`src/rtl/core/mtb_pkg.sv`:
```
package mtb_pkg;

	typedef struct packed {
		logic        command;
		logic [31:0] tick;
		logic [31:0] event_word;
	} req_t;

	typedef struct packed {
		logic [7:0]  out_byte;
		logic        last;
		logic [31:0] track_length;
		logic [1:0]  error;
	} rsp_t;

	localparam logic CMD_EVENT = 1'b0;
	localparam logic CMD_END   = 1'b1;

	localparam logic [1:0] ERR_OK   = 2'd0;
	localparam logic [1:0] ERR_TYPE = 2'd1;
	localparam logic [1:0] ERR_BACK = 2'd2;
	localparam logic [1:0] ERR_SAT  = 2'd3;

	localparam logic [7:0] TYPE_SHORT = 8'h00;
	localparam logic [7:0] TYPE_TEMPO = 8'h01;

	localparam logic [3:0] STATUS_PROG     = 4'hC;
	localparam logic [3:0] STATUS_PRESSURE = 4'hD;

	localparam logic [7:0] BYTE_META     = 8'hFF;
	localparam logic [7:0] BYTE_TEMPO    = 8'h51;
	localparam logic [7:0] BYTE_TEMPO_LN = 8'h03;
	localparam logic [7:0] BYTE_EOT      = 8'h2F;
	localparam logic [7:0] BYTE_ZERO     = 8'h00;
	localparam logic [7:0] VLQ_CONT      = 8'h80;

	localparam int DELTA_W = 28;

	localparam int QUEUE_DEPTH = 2;
	localparam int QPTR_W      = $clog2(QUEUE_DEPTH);
	localparam int QCNT_W      = $clog2(QUEUE_DEPTH + 1);

	typedef enum logic [2:0] {
		KIND_SHORT2,
		KIND_SHORT3,
		KIND_TEMPO,
		KIND_NONE,
		KIND_END
	} kind_t;

	typedef struct packed {
		kind_t              kind;
		logic [DELTA_W-1:0] delta;
		logic [1:0]         err;
		logic [23:0]        payload;
	} job_t;

endpackage

```
`src/rtl/core/mtb_front.sv`:
```
module mtb_front import mtb_pkg::*; (
	input  logic clk,
	input  logic arst_n,
	input  logic req_valid,
	output logic req_stall,
	input  req_t req,
	input  logic full,
	output logic push,
	output job_t job
);

	logic [31:0] prev_tick_q;
	logic [32:0] diff;
	logic        backwards;
	logic        saturated;
	logic [7:0]  ev_type;
	logic [1:0]  err;

	assign req_stall = full;
	assign push      = req_valid && !full;

	// borrow out of the subtract means the tick went backwards
	assign diff      = {1'b0, req.tick} - {1'b0, prev_tick_q};
	assign backwards = diff[32];
	assign saturated = |diff[31:DELTA_W];
	assign ev_type   = req.event_word[31:24];

	always_comb begin
		job.payload = req.event_word[23:0];
		job.delta   = '0;
		err         = ERR_OK;
		if (backwards) begin
			err = ERR_BACK;
		end else if (saturated) begin
			job.delta = '1;
			err       = ERR_SAT;
		end else begin
			job.delta = diff[DELTA_W-1:0];
		end
		case (ev_type)
			TYPE_SHORT: begin
				if (req.event_word[7:4] == STATUS_PROG ||
				    req.event_word[7:4] == STATUS_PRESSURE) begin
					job.kind = KIND_SHORT2;
				end else begin
					job.kind = KIND_SHORT3;
				end
			end
			TYPE_TEMPO: job.kind = KIND_TEMPO;
			default: begin
				job.kind = KIND_NONE;
				if (err == ERR_OK) begin
					err = ERR_TYPE;
				end
			end
		endcase
		job.err = err;
		if (req.command == CMD_END) begin
			job.kind  = KIND_END;
			job.delta = '0;
			job.err   = ERR_OK;
		end
	end

	always_ff @(posedge clk or negedge arst_n) begin
		if (!arst_n) begin
			prev_tick_q <= '0;
		end else if (push) begin
			if (req.command == CMD_END) begin
				prev_tick_q <= '0;
			end else if (!backwards) begin
				prev_tick_q <= req.tick;
			end
		end
	end

endmodule

```
`src/rtl/core/mtb_queue.sv`:
```
module mtb_queue import mtb_pkg::*; (
	input  logic clk,
	input  logic arst_n,
	input  logic push,
	input  job_t wr_job,
	output logic full,
	input  logic pop,
	output logic not_empty,
	output job_t rd_job
);

	job_t              entry_q [QUEUE_DEPTH];
	logic [QPTR_W-1:0] wr_ptr_q;
	logic [QPTR_W-1:0] rd_ptr_q;
	logic [QCNT_W-1:0] count_q;

	assign full      = count_q == QCNT_W'(QUEUE_DEPTH);
	assign not_empty = count_q != '0;
	assign rd_job    = entry_q[rd_ptr_q];

	always_ff @(posedge clk) begin
		if (push) begin
			entry_q[wr_ptr_q] <= wr_job;
		end
	end

	always_ff @(posedge clk or negedge arst_n) begin
		if (!arst_n) begin
			wr_ptr_q <= '0;
			rd_ptr_q <= '0;
			count_q  <= '0;
		end else begin
			if (push) begin
				wr_ptr_q <= wr_ptr_q + 1'b1;
			end
			if (pop) begin
				rd_ptr_q <= rd_ptr_q + 1'b1;
			end
			if (push && !pop) begin
				count_q <= count_q + 1'b1;
			end else if (pop && !push) begin
				count_q <= count_q - 1'b1;
			end
		end
	end

endmodule

```
`src/rtl/core/mtb_back.sv`:
```
module mtb_back import mtb_pkg::*; (
	input  logic clk,
	input  logic arst_n,
	input  logic not_empty,
	input  job_t job,
	output logic pop,
	output logic rsp_valid,
	input  logic rsp_stall,
	output rsp_t rsp
);

	logic [3:0]  idx_q;
	logic [31:0] byte_count_q;
	logic        rsp_valid_q;
	rsp_t        rsp_q;

	logic [1:0]  vlq_top;
	logic [2:0]  vlq_len;
	logic [3:0]  msg_len;
	logic [3:0]  total;
	logic [3:0]  msg_idx;
	logic [1:0]  grp_sel;
	logic [6:0]  grp;
	logic        is_last;
	logic        advance;
	logic [7:0]  next_byte;

	assign rsp_valid = rsp_valid_q;
	assign rsp       = rsp_q;

	assign advance = not_empty && (!rsp_valid_q || !rsp_stall);

	// index of the most significant non-empty 7-bit group
	always_comb begin
		if (job.delta[27:21] != '0) begin
			vlq_top = 2'd3;
		end else if (job.delta[20:14] != '0) begin
			vlq_top = 2'd2;
		end else if (job.delta[13:7] != '0) begin
			vlq_top = 2'd1;
		end else begin
			vlq_top = 2'd0;
		end
	end

	assign vlq_len = 3'(vlq_top) + 3'd1;

	always_comb begin
		case (job.kind)
			KIND_SHORT2: msg_len = 4'd2;
			KIND_SHORT3: msg_len = 4'd3;
			KIND_TEMPO:  msg_len = 4'd6;
			default:     msg_len = 4'd0;
		endcase
	end

	assign total   = (job.kind == KIND_END) ? 4'd4 : 4'(vlq_len) + msg_len;
	assign is_last = idx_q == total - 4'd1;
	assign msg_idx = idx_q - 4'(vlq_len);
	assign grp_sel = vlq_top - idx_q[1:0];

	always_comb begin
		case (grp_sel)
			2'd0:    grp = job.delta[6:0];
			2'd1:    grp = job.delta[13:7];
			2'd2:    grp = job.delta[20:14];
			default: grp = job.delta[27:21];
		endcase
	end

	always_comb begin
		next_byte = BYTE_ZERO;
		if (job.kind == KIND_END) begin
			case (idx_q[1:0])
				2'd1:    next_byte = BYTE_META;
				2'd2:    next_byte = BYTE_EOT;
				default: next_byte = BYTE_ZERO;
			endcase
		end else if (idx_q < 4'(vlq_len)) begin
			next_byte = {1'b0, grp};
			if (idx_q[1:0] != vlq_top) begin
				next_byte = next_byte | VLQ_CONT;
			end
		end else if (job.kind == KIND_TEMPO) begin
			case (msg_idx)
				4'd0:    next_byte = BYTE_META;
				4'd1:    next_byte = BYTE_TEMPO;
				4'd2:    next_byte = BYTE_TEMPO_LN;
				4'd3:    next_byte = job.payload[23:16];
				4'd4:    next_byte = job.payload[15:8];
				default: next_byte = job.payload[7:0];
			endcase
		end else begin
			case (msg_idx)
				4'd0:    next_byte = job.payload[7:0];
				4'd1:    next_byte = job.payload[15:8];
				default: next_byte = job.payload[23:16];
			endcase
		end
	end

	assign pop = advance && is_last;

	always_ff @(posedge clk or negedge arst_n) begin
		if (!arst_n) begin
			idx_q        <= '0;
			byte_count_q <= '0;
			rsp_valid_q  <= 1'b0;
		end else begin
			if (advance) begin
				rsp_valid_q <= 1'b1;
				if (is_last) begin
					idx_q <= '0;
					if (job.kind == KIND_END) begin
						byte_count_q <= '0;
					end else begin
						byte_count_q <= byte_count_q + 32'(total);
					end
				end else begin
					idx_q <= idx_q + 4'd1;
				end
			end else if (!rsp_stall) begin
				rsp_valid_q <= 1'b0;
			end
		end
	end

	always_ff @(posedge clk) begin
		if (advance) begin
			rsp_q.out_byte     <= next_byte;
			rsp_q.last         <= is_last;
			rsp_q.error        <= job.err;
			rsp_q.track_length <= (job.kind == KIND_END && is_last) ?
			                      byte_count_q + 32'd4 : '0;
		end
	end

endmodule

```
`src/rtl/core/mids_event_to_midi_track_bytes_top.sv`:
```
// Encodes time-sorted events into track bytes, one byte per transaction on the
// rsp side. Each req transaction is classified combinationally (tick
// difference, error, message kind) and queued; the serialiser then sends the
// delta as a 1 to 4 byte variable-length quantity followed by 0, 2, 3 or 6
// message bytes, so an event takes 1 to 10 bytes and an end of track 4. A new
// req is taken every cycle while the two-entry queue has room; an accepted req
// is written into a queue entry and its bytes are then registered in the
// byte-wide output register. error repeats on every byte of the item and last
// marks its final byte; track_length is valid only on the last byte of an end.
module mids_event_to_midi_track_bytes_top import mtb_pkg::*; (
	input  logic clk,
	input  logic arst_n,
	input  logic req_valid,
	output logic req_stall,
	input  req_t req,
	output logic rsp_valid,
	input  logic rsp_stall,
	output rsp_t rsp
);

	logic push;
	logic pop;
	logic full;
	logic not_empty;
	job_t wr_job;
	job_t rd_job;

	mtb_front u_front (
		.clk       (clk),
		.arst_n    (arst_n),
		.req_valid (req_valid),
		.req_stall (req_stall),
		.req       (req),
		.full      (full),
		.push      (push),
		.job       (wr_job)
	);

	mtb_queue u_queue (
		.clk       (clk),
		.arst_n    (arst_n),
		.push      (push),
		.wr_job    (wr_job),
		.full      (full),
		.pop       (pop),
		.not_empty (not_empty),
		.rd_job    (rd_job)
	);

	mtb_back u_back (
		.clk       (clk),
		.arst_n    (arst_n),
		.not_empty (not_empty),
		.job       (rd_job),
		.pop       (pop),
		.rsp_valid (rsp_valid),
		.rsp_stall (rsp_stall),
		.rsp       (rsp)
	);

endmodule
```
`config.mk`:
```
export PLATFORM = sky130hd
export DESIGN_NAME = mids_event_to_midi_track_bytes_top
export DESIGN_NICKNAME = d
export VERILOG_FILES = /design/src/rtl/core/mtb_pkg.sv /design/src/rtl/core/mtb_front.sv /design/src/rtl/core/mtb_queue.sv /design/src/rtl/core/mtb_back.sv /design/src/rtl/core/mids_event_to_midi_track_bytes_top.sv
export SDC_FILE = /design/constraint.sdc
export NUM_CORES = 1
export LEC_CHECK = 0
export ABC_AREA = 1
export ABC_CLOCK_PERIOD_IN_PS = 4400
export BUFFER_PORTS_ARGS = -buffer_cell sky130_fd_sc_hd__buf_4
export CORE_MARGIN = 2
export CORE_UTILIZATION = 38
export DETAILED_ROUTE_END_ITERATION = 16
export PLACE_DENSITY = 0.57
export SLEW_MARGIN = 10
export SYNTH_ARGS = -nofsm -noshare
export SYNTH_HDL_FRONTEND = slang
export SYNTH_SLANG_ARGS = --single-unit
```
`constraint.sdc`:
```
create_clock -name clk -period 4.4 [get_ports clk]
set_input_delay 0.66 -clock clk [delete_from_list [all_inputs] [get_ports clk]]
set_output_delay 0.66 -clock clk [all_outputs]
set_load 0.02 [all_outputs]
```
==> results of run 1 <==
==> flip-flops by register name (all words and copies together), names as in the netlist <==
register / cells
u_queue.count_q: 2
u_queue.rd_ptr_q: 1
u_front.prev_tick_q: 32
u_queue.wr_ptr_q: 1
u_queue.entry_q: 114
u_back.rsp: 43
u_back.rsp_valid: 1
u_back.byte_count_q: 32
u_back.idx_q: 4
==> layout by cell type, fill, tap and decap left out, types with 6 or more instances in the layout <==
| master | netlist | final |
|---|---|---|
| dfrtp_1 | 73 | 72 |
| nand3_1 | 116 | 116 |
| nor4_1 | 7 | 7 |
| nand4_1 | 20 | 20 |
| a21oi_1 | 67 | 66 |
| inv_1 | 200 | 197 |
| or2_2 | 6 | 6 |
| edfxtp_1 | 157 | 157 |
| nor2_1 | 136 | 129 |
| o21bai_1 | 7 | 6 |
| o21ai_1 | 21 | 21 |
| nor2_2 | 4 | 7 |
| buf_4 | 5 | 148 |
| o21ai_0 | 59 | 56 |
| inv_2 | 5 | 8 |
| xor2_1 | 42 | 42 |
| a21o_1 | 6 | 6 |
| clkbuf_16 | 0 | 27 |
| xnor2_1 | 25 | 23 |
| ha_1 | 49 | 46 |
| nand2_1 | 597 | 595 |
| nor3_1 | 30 | 29 |
==> stage by stage <==
| stage | hold WS (ns) | cells | util | setup slack [ns] | cell area, µm² |
|---|---|---|---|---|---|
| floorplan | 0.364 | 1716 | - | 0.0219 | 13700 |
| global placement | 0.454 | 2274 | 0.426 | 0.182 | 15200 |
| detailed placement | 0.458 | 2274 | 0.426 | 0.00479 | 15200 |
| CTS | 0.252 | 2324 | 0.453 | 0.0286 | 16100 |
| global route | 0.260 | 2332 | 0.457 | -0.0163 | 16300 |
| finish | 0.270 | 2332 | 0.457 | 0.212 | 16300 |
==> power by group through the flow <==
stage / Sequential (mW) / Combinational, mW / Clock [mW]
final: 3.51 / 5.37 / 2.38
after global routing: 3.58 / 6.05 / 2.52
after CTS: 3.52 / 5.27 / 2.45
after detailed placement: 3.55 / 5.25 / 0
after global placement: 3.54 / 5.20 / 0
after floorplan: 3.70 / 3.49 / 0
==> path summary, 6_finish.rpt <==
path,slack (ns),to,cells past startpoint
max in group asynchronous,3.36,u_queue.rd_ptr_q,1
worst min register to register,0.47,u_front.prev_tick_q[16],2
worst min-delay path,0.27,u_front.prev_tick_q[27],1
worst max-delay path,0.21,u_back.rsp[7],23
min in group clk,0.28,u_queue.entry_q[0][23],1
worst max register to register,0.21,u_back.rsp[7],23
==> worst max-delay path: stages, from the launching register on <==
cell and delay (ns):
dfrtp_2 0.45, buf_4 0.16, buf_12 0.16, nand2_1 0.07, nand2_1 0.07, nor2_1 0.10, nand2_1 0.09, nor2_4 0.17
o41ai_2 0.10, nand2_1 0.16, inv_2 0.07, ha_1 0.21, fa_1 0.50, nand2_1 0.09, ha_1 0.22, xnor2_2 0.14
or2_1 0.12, nand4_1 0.10, nor2_2 0.15, buf_4 0.13, buf_4 0.10, nand2_1 0.07, buf_12 0.18, a21oi_1 0.32
==> layout make-up <==
| type | count | area [µm²] |
|---|---|---|
| clock buffer | 34 | 722 |
| clock inverter | 16 | 230 |
| fill | 3562 | 19300 |
| inverter | 207 | 777 |
| multi-input combinational | 1233 | 6250 |
| sequential | 230 | 6540 |
| tap | 461 | 577 |
| timing repair buffer | 151 | 1160 |
==> cell families after synthesis <==
family                   share of synthesized area
AO/OA/AOI/OAI                               0.0705
XOR/XNOR                                    0.0429
adder cells (fa/ha/maj)                     0.0506
buffers and inverters                       0.0740
flip-flops                                   0.478
multiplexers                               0.00366
AND/OR/NAND/NOR                              0.281
==> repair_timing <==
item,4_1_cts,5_1_grt
endpoints found under the setup margin,2,38
hold buffers,0,0
hold endpoints to repair,0,0
pin swaps,0,4
setup buffers,0,8
gates resized for setup,1,22
==> metal layers <==
metal  vias to the layer above  global-route usage  part of all wire
met5                         -                   0                 0
met1                      5297               0.252              0.45
li1                       5835                   -                 -
met4                         0              0.0505             0.026
met3                        58              0.0266             0.042
met2                       229               0.323              0.48
==> results.md, run 1 <==
Run status:
- The run finished with clean final reports.

Worst setup path:
- The maximum fanout count along the critical path is 33.
- STA classifies the critical path startpoint as a flop.
- STA classifies the critical path endpoint as a flop.
- The worst setup path startpoint is u_queue.rd_ptr_q.
- The critical path data required time is 4.74 ns.
- STA puts the critical path data arrival time at 4.53 ns.
- The reg-to-reg critical path startpoint is u_queue.rd_ptr_q.
- The critical path in this run is classified as flop to flop.

Clocking:
- The clock latency reported for the late side of the worst-skew pair is 0.57 ns.
- The clock root buffer is clkbuf_16.
- The number of buffers added by the clock tree synthesis step is 27.
- CTS built an H-tree with a depth of 1.
- Clock-pin slew was measured on the worst setup and hold paths at 0.06 ns.
- The total number of clock tree sinks is 230.
- TritonCTS built the clock tree.
- The maximum buffer depth of the clock tree is 3.

Synth:
- The largest total area in the synthesized netlist belongs to edfxtp_1.
- The area fraction of the dominant cell type after synthesis is 0.344.
- The share of flip-flops with an asynchronous set or reset after synthesis is 0.317.
- By area the synthesized netlist is led by edfxtp_1, nand2_1, dfrtp_1.
- The number of instances in the synthesized netlist is 1716.
- The count of state elements after synthesis is 230.
- The commonest cells after synthesis are nand2_1, inv_1, edfxtp_1, nor2_1, nand3_1.
- The count of cell types in the netlist is 46.
- The fraction of the yosys area taken by sequential cells is 0.478.
- Summing every instance area after synthesis gives 13700 µm².
- Counting flops with a built-in enable in the synthesized netlist gives around 160.
- The count of yosys warnings during synthesis is 0.
- Averaged over all synthesized cells, the footprint is roughly 8.0 µm².
- For this run, the leading register cell type out of synthesis is edfxtp_1.
- The net count after synthesis is 1838.
- nand2_1 is the most common cell in the netlist.

Run:
- Max-cap violations in this run came to 0.

Die:
- In this run the count of I/O pins placed on the die edge is 114.
- The area of the core is about 36000 µm².
- The die outline height is 194 µm.
- The floorplan step defined a die boundary enclosing 37600 µm².
- The floorplan has 69 rows.
- The initial standard-cell utilization of the core is 0.385.
- The die span in x is 194 µm.

Power and ir drop:
- The proportion of power drawn by the clock network is 0.212.
- The cell-internal power is 6.51 mW.
- The design draws 11.3 mW.
- The worst-case IR drop observed on VDD is roughly 0.36 mV.
- The combinational cell fraction of total power is 0.477.
- The share of total power dissipated in sequential elements is 0.311.
- In this run the power spent charging and discharging nets is 4.75 mW.
- The switching power as a share of total power is 0.422.
- The power density relative to cell area is 692 nW/µm².
- For this design the static power due to leakage is 7.35 nW.

Global route:
- The number of antenna violations at the first check in global routing is 0.
- The via count of the first global-routing pass is 11193.
- The total routing resource utilization after global routing is 0.189.
- Summed over all layers, the global routing overflow is 0.
- The first global-routing pass estimated 58.3 mm of wire.
- The largest net degree at the start of global routing is 74.

Drt:
- The first-pass iteration count of the detailed router is 5.
- The number of nets with antenna violations after routing is 0.
- Detailed routing inserted a total of 11419 vias.
- For this block, the initial DRC count from the detailed router was 749.
- Using the TritonRoute via totals, the vias-per-cell ratio works out to 4.90.
- The residual DRC count is 0.
- The routed design has 35.5 mm of wire.
- Dividing the detail-routed wire length by the instance count gives 15.2 µm.

Placed design:
- The number of input and output port buffers inserted is between 100 and 150.
- At the end of routability-driven placement, the weighted congestion stood at 0.955.
- The final HPWL from detailed placement is 26.1 mm.

Finish:
- The number of antenna diodes in the final layout is 0.
- Of the cells placed in the final design, the portion with a size suffix greater than 1 is 0.130.
- At the end of the flow, the number of nets in the layout was 1972.
- The post-synthesis to final-layout area growth is 18.7%.

STA:
- The worst max-slew margin expressed relative to the limit is 0.295.
- Summed over all failing endpoints, the final setup total negative slack is 0 ns.
- The final-report hold violation count is 0.
- Derived from the worst setup path, the maximum achievable clock frequency is 239 MHz.
- The smallest clock period supported by the final layout is computed as about 4.2 ns.
- For the pin with the worst max-slew slack, the measured transition is 1.06 ns.
- Dividing the final minimum period by the clock period gives 0.952.
- The setup clock skew after layout is 0.0176 ns.
- Setup violations remaining at the end of the flow were counted as 0.
- The max-slew violation count is 0.

Hold path:
- The class of the most critical hold timing path is input pin to asynchronous set/reset pin.
(Power assumes the default switching activity.)
==> inputs of run 2 (changes only) <==
--- a/config.mk
+++ b/config.mk
@@ -5,10 +5,9 @@
 export SDC_FILE = /design/constraint.sdc
 export NUM_CORES = 1
 export LEC_CHECK = 0
-export ABC_AREA = 1
+export ABC_AREA = 0
 export ABC_CLOCK_PERIOD_IN_PS = 4400
 export BUFFER_PORTS_ARGS = -buffer_cell sky130_fd_sc_hd__buf_4
-export CORE_MARGIN = 2
 export CORE_UTILIZATION = 38
 export DETAILED_ROUTE_END_ITERATION = 16
 export PLACE_DENSITY = 0.57
@@ -16,3 +15,4 @@
 export SYNTH_ARGS = -nofsm -noshare
 export SYNTH_HDL_FRONTEND = slang
 export SYNTH_SLANG_ARGS = --single-unit
+export TNS_END_PERCENT = 1
==> run 2 against run 1 <==
Effect of this change:
- worst hold slack improved by 0.028 ns
- power fell by 7.6%
- clock skew fell by 0.00061 ns
- final area fell by 3.9%
- routed wire length fell by 6.9%
- synthesized area fell by 4.8%
- first-iteration DRC count rose by 10%
- worst setup slack got worse by 0.073 ns
- critical endpoint is now u_back.byte_count_q[31]
- via count fell by 12%
==> results.md, run 2 <==
Finish:
- The post-synthesis to final-layout area growth is 20.0% (was 18.7%).
- The final antenna diode count is 0 (unchanged).
- Leading cell types in the layout, fill and taps excluded: buf_4, edfxtp_1, nor2_1, nand2_1, dfrtp_1 (was nand2_1, inv_1, edfxtp_1, buf_4, nor2_1).
- The area used by multi-input combinational logic is 6170 µm² (was 6250 µm²).
- The number of fill cells in the layout is 3163 (was 3562).
- The post-layout instance area is 15600 µm² (was 16300 µm²).
- The flip-flop count of the largest register, all copies and words added is 114 (unchanged).
- The post-layout net count came to 1486 (was 1972).
- The leading cell type in the layout, fill and taps excluded is buf_4 (was nand2_1).
- The ratio of cells with drive above 1 in the final layout is 0.183 (was 0.130).
- The top register by number of flip-flops is u_queue.entry_q (unchanged).
- The utilization after layout is 0.465 (was 0.457).
- The count of placed standard cells in the final layout, fillers left out is 1831 (was 2332).
- The register area came to 6540 µm² (unchanged).

Die:
- The row count is 67 (was 69).
- The die span in x was 187 µm (was 194 µm).
- The number of top-level design ports is 114 (unchanged).
- The area of the core was 33600 µm² (was 35600 µm²).
- The area enclosed by the die boundary is 35000 µm² (was 37600 µm²).
- The die outline height is 187 µm (was 194 µm).
- The initial standard-cell utilization of the core is 0.388 (was 0.385).

STA:
- The minimum clock period after layout is 4.26 ns (was 4.19 ns).
- The setup clock skew after layout came to 0.0170 ns (was 0.0176 ns).
- The post-route clock period utilization is 0.969 (was 0.952).
- The worst max-slew margin expressed relative to the limit was 0.300 (was 0.295).
- The tightest hold margin is 0.298 ns (was 0.270 ns).
- The max-slew violation count is 0 (unchanged).
- The achievable frequency came to 235 MHz (was 239 MHz).
- The final-report hold violation count is 0 (unchanged).
- The number of endpoints failing setup at the final stage was 0 (unchanged).
- Setup repair after global routing could not meet its margin everywhere.
- The final worst-path setup slack is 0.138 ns (was 0.212 ns).
- The summed negative setup slack over all endpoints was 0 ns (unchanged).
- The transition time at the pin with the least slew margin is 1.04 ns (was 1.06 ns).

Drt:
- The via count came to 10044 (was 11419).
- The initial DRC count is 827 (was 749).
- The residual DRC count was 0 (unchanged).
- The average wire per standard cell is 18.1 µm (was 15.2 µm).
- The first-pass iteration count of the detailed router came to 5 (unchanged).
- The wire length after detailed routing was 33.1 mm (was 35.5 mm).
- The number of nets with antenna violations after routing is 0 (unchanged).
- The post-detailed-route via-to-cell ratio came to 5.49 (was 4.90).

Placed design:
- The standard cell area after detailed placement was 14700 µm² (was 15200 µm²).
- The number of input and output port buffers inserted came to 113 (unchanged).
- The routability congestion estimate is 0.903 (was 0.955).
- The final HPWL from detailed placement is 24.2 mm (was 26.1 mm).
- The number of cells after detailed placement was 1779 (was 2274).
- The worst setup slack after placement is 0.0170 ns (was 0.00479 ns).

Synth:
- The number of synthesized flops with an enable pin is 157 (unchanged).
- The share of flip-flops with an asynchronous set or reset after synthesis is 0.317 (unchanged).
- The count of yosys warnings during synthesis is 0 (unchanged).
- Most instantiated cells after synthesis: edfxtp_1, nor2_1, nand2_1, dfrtp_1, a21oi_1 (was nand2_1, inv_1, edfxtp_1, nor2_1, nand3_1).
- The fraction of the yosys area taken by sequential cells is 0.502 (was 0.478).
- The post-synthesis area per instance was 10.6 µm² (was 7.98 µm²).
- The area fraction of the dominant cell type after synthesis was 0.362 (was 0.344).
- The cell taking the most area after synthesis is edfxtp_1 (unchanged).
- The count of cell types in the netlist came to 70 (was 46).
- The netlist area before placement is 13000 µm² (was 13700 µm²).
- Biggest area contributors in the synthesized netlist: edfxtp_1, dfrtp_1, ha_1 (was edfxtp_1, nand2_1, dfrtp_1).
- The count of state elements after synthesis is 230 (unchanged).
- The most instantiated flip-flop cell in the synthesis netlist is edfxtp_1 (unchanged).
- The number of instances in the synthesized netlist is 1227 (was 1716).
- The most repeated cell in the gate-level netlist after synthesis is edfxtp_1 (was nand2_1).
- The net count after synthesis is 1349 (was 1838).

Worst setup path:
- The category of the critical setup timing path is flop to flop (unchanged).
- The critical path data required time is 4.86 ns (was 4.74 ns).
- The nature of the critical path startpoint is a flop (unchanged).
- The arrival time of the worst setup path is 4.72 ns (was 4.53 ns).
- The worst reg2reg path endpoint is u_back.byte_count_q[31] (was u_back.rsp[7]).
- The kind of capture point of the worst setup path is a flop (unchanged).
- The reg-to-reg critical path startpoint is u_queue.entry_q[0][41] (was u_queue.rd_ptr_q).
- The maximum fanout count along the critical path is 5 (was 33).
- The register-to-register setup slack is 0.14 ns (was 0.21 ns).
- The logic depth of the worst register-to-register path is 16 (was 23).

Power and ir drop:
- The maximum ir drop on the vdd rail came to 0.337 mV (was 0.361 mV).
- The leakage component of the power came to 6.06 nW (was 7.35 nW).
- The power density relative to cell area is 665 nW/µm² (was 692 nW/µm²).
- The final total power is 10.4 mW (was 11.3 mW).

Clocking:
- The clock root buffer is clkbuf_16 (unchanged).
- The clock-pin slew on the worst setup and hold paths was 0.06 ns (about the same).
- The number of hold buffers added after CTS came to 0 (unchanged).
- The number of H-tree levels is 1 (unchanged).
- The TritonCTS clock tree was done (unchanged).
- The total number of clock tree sinks is 230 (unchanged).
- The number of buffers added by the clock tree synthesis step is 26 (was 27).
- The maximum buffer depth of the clock tree is 3 (unchanged).
- The clock latency reported for the late side of the worst-skew pair is 0.54 ns (was 0.57 ns).

Run:
- The number of max-cap violations is 0 (unchanged).

Hold path:
- The class of the most critical hold timing path is input pin to asynchronous set/reset pin (unchanged).

Global route:
- The via count of the first global-routing pass was 9801 (was 11193).
- The total routing resource utilization after global routing is 0.187 (was 0.189).
- The final global-route overflow total came to 0 (unchanged).
- The first-pass GRT wire length came to 53.1 mm (was 58.3 mm).
- The largest net degree at the start of global routing is 74 (unchanged).
- The number of antenna violations at the first check in global routing came to 0 (unchanged).

Run status:
- Run status: finished clean (unchanged).
[run 2: cell count changes in the layout (fill, tap and decap cells not counted), moves of 15 or more]
cell	delta
nor2_1	-18
o211ai_1	+17
inv_1	-140
a31oi_1	+36
a22o_1	+32
o21ai_1	-20
nor2b_1	+15
mux2i_1	+31
nand2_1	-495
nand3_1	-94
[run 2: cell type report]
cell class | count | area share
tap | 448 | 0.0359
multi-input combinational | 883 | 0.395
timing repair buffer | 163 | 0.0807
clock buffer | 32 | 0.0444
clock inverter | 15 | 0.0115
sequential | 230 | 0.419
inverter | 60 | 0.0144
[run 2: logic make-up after synthesis]
group                    share of synthesized area
multiplexers                                0.0527
adder cells (fa/ha/maj)                     0.0532
buffers and inverters                       0.0333
AO/OA/AOI/OAI                                0.156
AND/OR/NAND/NOR                              0.146
XOR/XNOR                                    0.0565
flip-flops                                   0.502
[run 2: power by group]
part | internal [mW] | switching (mW)
Clock | 1.35 | 0.869
Sequential | 3.10 | 0.344
Combinational | 1.89 | 2.85
Total | 6.34 | 4.06
[run 2: critical path: stages, from the launching register on]
cell	delay [ns]
edfxtp_1	0.44
nor4_1	0.32
nand2_1	0.13
nand2_1	0.09
nand3_1	0.06
nand2_1	0.16
inv_1	0.11
ha_1	0.22
fa_2	0.56
nand2_1	0.08
ha_1	0.19
xnor2_1	0.19
xnor2_1	0.11
or3_4	0.43
or4b_4	0.58
or3_1	0.36
a21oi_1	0.14
[run 2: worst max path at each step]
stage,slack [ns],cells after the start,end,start
after detailed placement,0.02,19,u_back.byte_count_q[23],u_queue.entry_q[1][43]
after global placement,0.08,16,u_back.rsp[39],u_queue.entry_q[1][50]
after global routing,-0.02,16,u_back.byte_count_q[31],u_queue.entry_q[0][41]
after CTS,0.02,19,u_back.byte_count_q[23],u_queue.entry_q[1][43]
after floorplan,0.02,19,u_back.byte_count_q[31],u_queue.rd_ptr_q
final,0.14,16,u_back.byte_count_q[31],u_queue.entry_q[0][41]
[run 2: metal layers]
| layer | track usage | part of all wire |
|---|---|---|
| met1 | 0.260 | 0.46 |
| met3 | 0.0278 | 0.050 |
| met5 | 0 | 0 |
| met2 | 0.298 | 0.46 |
| met4 | 0.0618 | 0.030 |
[run 2: repair_timing]
action / CTS / global route
gates resized for setup: 0 / 9
endpoints found under the hold margin: 0 / 0
buffers inserted: 0 / 5
setup endpoints to repair: 0 / 17
==> inputs of run 3 (changes only) <==
--- a/config.mk
+++ b/config.mk
@@ -8,9 +8,9 @@
 export ABC_AREA = 0
 export ABC_CLOCK_PERIOD_IN_PS = 4400
 export BUFFER_PORTS_ARGS = -buffer_cell sky130_fd_sc_hd__buf_4
-export CORE_UTILIZATION = 38
+export CORE_UTILIZATION = 55
 export DETAILED_ROUTE_END_ITERATION = 16
-export PLACE_DENSITY = 0.57
+export PLACE_DENSITY = 0.77
 export SLEW_MARGIN = 10
 export SYNTH_ARGS = -nofsm -noshare
 export SYNTH_HDL_FRONTEND = slang
==> run 3 against run 2 <==
Effect of this change:
- combinational power decreased by 2%
- register-to-register slack improved by 0.04 ns
- clock skew increased by 0.0015 ns
- worst hold slack improved by 0.0030 ns
- first-iteration DRC count increased by 3.0%
- worst setup slack improved by 0.039 ns
- routed wire length decreased by 4.3%
- global-route usage increased by 7.5 points
- utilization increased by 20 points
- power decreased by 2.9%
- critical endpoint unchanged
- largest cell class unchanged
- highest routed layer unchanged
==> results.md, run 3 (synthesis results as in run 2) <==
Finish:
- The count of placed standard cells in the final layout, fillers left out is 1683 (was 1831).
- The final antenna diode count is 0 (unchanged).
- The area used by multi-input combinational logic is 6180 µm² (was 6170 µm²).
- The post-synthesis to final-layout area growth is 17.2% (was 20.0%).
- Leading cell types in the layout, fill and taps excluded: edfxtp_1, buf_4, nor2_1, nand2_1, dfrtp_1 (was buf_4, edfxtp_1, nor2_1, nand2_1, dfrtp_1).
- The flip-flop count of the largest register, all copies and words added is 114 (unchanged).
- The ratio of cells with drive above 1 in the final layout is 0.178 (was 0.183).
- The leading cell type in the layout, fill and taps excluded is edfxtp_1 (was buf_4).
- The register area is 6540 µm² (unchanged).
- The post-layout instance area was 15300 µm² (was 15600 µm²).
- The number of fill cells in the layout came to 1796 (was 3163).
- The post-layout net count came to 1475 (was 1486).
- The top register by number of flip-flops is u_queue.entry_q (unchanged).

Drt:
- The residual DRC count is 0 (unchanged).
- The via count came to 10328 (was 10044).
- The wire length after detailed routing was 31.6 mm (was 33.1 mm).
- The first-pass iteration count of the detailed router was 8 (was 5).
- The number of nets with antenna violations after routing is 0 (unchanged).
- The initial DRC count is 852 (was 827).
- The post-detailed-route via-to-cell ratio came to 6.14 (was 5.49).
- The average wire per standard cell is 18.8 µm (was 18.1 µm).

Power and ir drop:
- The combinational cell fraction of total power is 0.461 (was 0.456).
- The proportion of power drawn by the clock network is 0.197 (was 0.213).
- The maximum ir drop on the vdd rail is 0.446 mV (was 0.337 mV).
- The part of the power in registers is 0.342 (was 0.331).
- The leakage component of the power is 5.95 nW (was 6.06 nW).
- The switching power as a share of total power is 0.401 (was 0.391).
- The net switching component of the power came to 4.05 mW (was 4.06 mW).
- The power density relative to cell area is 661 nW/µm² (was 665 nW/µm²).
- The cell-internal power is 6.04 mW (was 6.34 mW).

Global route:
- The routing usage on met2 is 0.431 (was 0.298).
- The first-pass GRT wire length was 50.6 mm (was 53.1 mm).
- The final global-route overflow total was 0 (unchanged).
- The total routing resource utilization after global routing is 0.262 (was 0.187).
- The met3 track demand over resource is 0.0406 (was 0.0278).
- The met1 routing resource usage after global routing is 0.363 (was 0.260).
- The highest-utilization routing layer at the global route stage is met2 (unchanged).
- The number of antenna violations at the first check in global routing came to 0 (unchanged).
- The largest net degree at the start of global routing is 74 (unchanged).
- The via count of the first global-routing pass is 9808 (was 9801).

Worst setup path:
- The critical path data required time is 4.85 ns (was 4.86 ns).
- The arrival time of the worst setup path is 4.67 ns (was 4.72 ns).
- The kind of capture point of the worst setup path was a flop (unchanged).
- The maximum fanout count along the critical path is 5 (unchanged).
- The nature of the critical path startpoint is a flop (unchanged).
- The category of the critical setup timing path is flop to flop (unchanged).

Clocking:
- The number of H-tree levels came to 1 (unchanged).
- The clock-pin slew on the worst setup and hold paths is 0.06 ns (about the same).
- The clock root buffer was clkbuf_16 (unchanged).
- The number of buffers added by the clock tree synthesis step is 25 (was 26).
- The number of hold buffers added after CTS came to 0 (unchanged).
- The total number of clock tree sinks came to 230 (unchanged).
- The TritonCTS clock tree is done (unchanged).
- The clock latency reported for the late side of the worst-skew pair is 0.53 ns (was 0.54 ns).
- The maximum buffer depth of the clock tree is 3 (unchanged).

STA:
- The minimum clock period after layout came to 4.22 ns (was 4.26 ns).
- The transition time at the pin with the least slew margin is 1.02 ns (was 1.04 ns).
- The setup clock skew after layout is 0.0185 ns (was 0.0170 ns).
- The post-route clock period utilization is 0.960 (was 0.969).
- The number of endpoints failing setup at the final stage was 0 (unchanged).
- The final-report hold violation count is 0 (unchanged).
- The achievable frequency came to 237 MHz (was 235 MHz).
- The worst max-slew margin expressed relative to the limit was 0.321 (was 0.300).
- The max-slew violation count is 0 (unchanged).
- Unrepaired setup endpoints after global routing: yes (unchanged).

Run:
- The number of max-cap violations is 0 (unchanged).

Placed design:
- The standard cell area after detailed placement is 14400 µm² (was 14700 µm²).
- The number of input and output port buffers inserted is 113 (unchanged).
- The number of cells after detailed placement is 1636 (was 1779).
- The final HPWL from detailed placement was 22.9 mm (was 24.2 mm).
- The routability congestion estimate is 0.939 (was 0.903).

Die:
- The die outline height is 156 µm (was 187 µm).
- The area of the core is 22900 µm² (was 33600 µm²).
- The row count is 55 (was 67).
- The die span in x was 156 µm (was 187 µm).
- The initial standard-cell utilization of the core is 0.569 (was 0.388).
- The number of top-level design ports was 114 (unchanged).
- The area enclosed by the die boundary came to 24300 µm² (was 35000 µm²).

Run status:
- Run status: finished clean (unchanged).

Hold path:
- The class of the most critical hold timing path is input pin to asynchronous set/reset pin (unchanged).
-- run 3: cell count changes in the layout (fill, tap and decap cells not counted), sizes merged --
cell      delta
buf         -10
clkbuf       -2
inv          +1
bufinv       -3
clkinvlp     +1
-- run 3: per-layer routing --
| metal | vias up | part of all wire |
|---|---|---|
| met1 | 4998 | 0.44 |
| met4 | 0 | 0.021 |
| met3 | 52 | 0.064 |
| li1 | 4866 | - |
| met2 | 412 | 0.48 |
| met5 | - | 0 |
-- run 3: repair_timing --
item                       4_1_cts  5_1_grt
resized for setup                0        9
buffers inserted                 0        3
setup endpoints to repair        0       13
-- run 3: critical path, stage by stage, from the launching register on --
cell and delay, ns:
edfxtp_1 0.40, nor4_2 0.32, nand2_1 0.13, a22oi_2 0.25, inv_2 0.11, ha_4 0.25
fa_2 0.39, xor2_1 0.16, or2_2 0.32, ha_4 0.29, a21oi_1 0.07, nor2b_1 0.17
nor2_1 0.08, nor3_2 0.17, or4b_4 0.52, or3_1 0.36, a21oi_1 0.15
-- run 3: final timing paths --
kind / to / slack [ns] / start / depth (start not counted)
worst max-delay path: u_back.byte_count_q[31] / 0.18 / u_queue.entry_q[1][50] / 16
worst min-delay path: u_front.prev_tick_q[27] / 0.30 / arst_n / 1
worst max register to register: u_back.byte_count_q[31] / 0.18 / u_queue.entry_q[1][50] / 16
worst min register to register: u_front.prev_tick_q[7] / 0.51 / u_front.prev_tick_q[7] / 1
max in group asynchronous: u_queue.rd_ptr_q / 3.43 / arst_n / 1
min in group clk: u_queue.entry_q[1][0] / 0.32 / req[0] / 1
-- run 3: cell type report --
class	instances	share of cell area
flip-flops and latches	230	0.428
clock inverters	14	0.00795
multi-input cells	883	0.404
clock buffers	30	0.0422
inverters	60	0.0147
well taps	313	0.0256
repair buffers	153	0.0768
-- run 3: power by group through the flow --
stage                     clock [mW]  sequential [mW]  combinational [mW]
after floorplan                    0             3.55                3.08
after global placement             0             3.45                4.49
after detailed placement           0             3.48                4.58
after CTS                       2.02             3.44                4.60
after global routing            2.10             3.51                5.07
final                           1.99             3.45                4.65
-- run 3: metrics by stage --
stage | hold WS, ns | setup TNS (ns) | utilization | power [mW] | setup WS (ns)
after CTS | 0.307 | 0 | 0.663 | 10.1 | 0.0414
after global routing | 0.309 | -0.100 | 0.667 | 10.7 | -0.0449
after floorplan | 0.364 | 0 | - | 6.64 | 0.0238
after detailed placement | 0.491 | 0 | 0.630 | 8.06 | 0.0629
after global placement | 0.488 | 0 | 0.630 | 7.93 | 0.199
final | 0.301 | 0 | 0.667 | 10.1 | 0.177
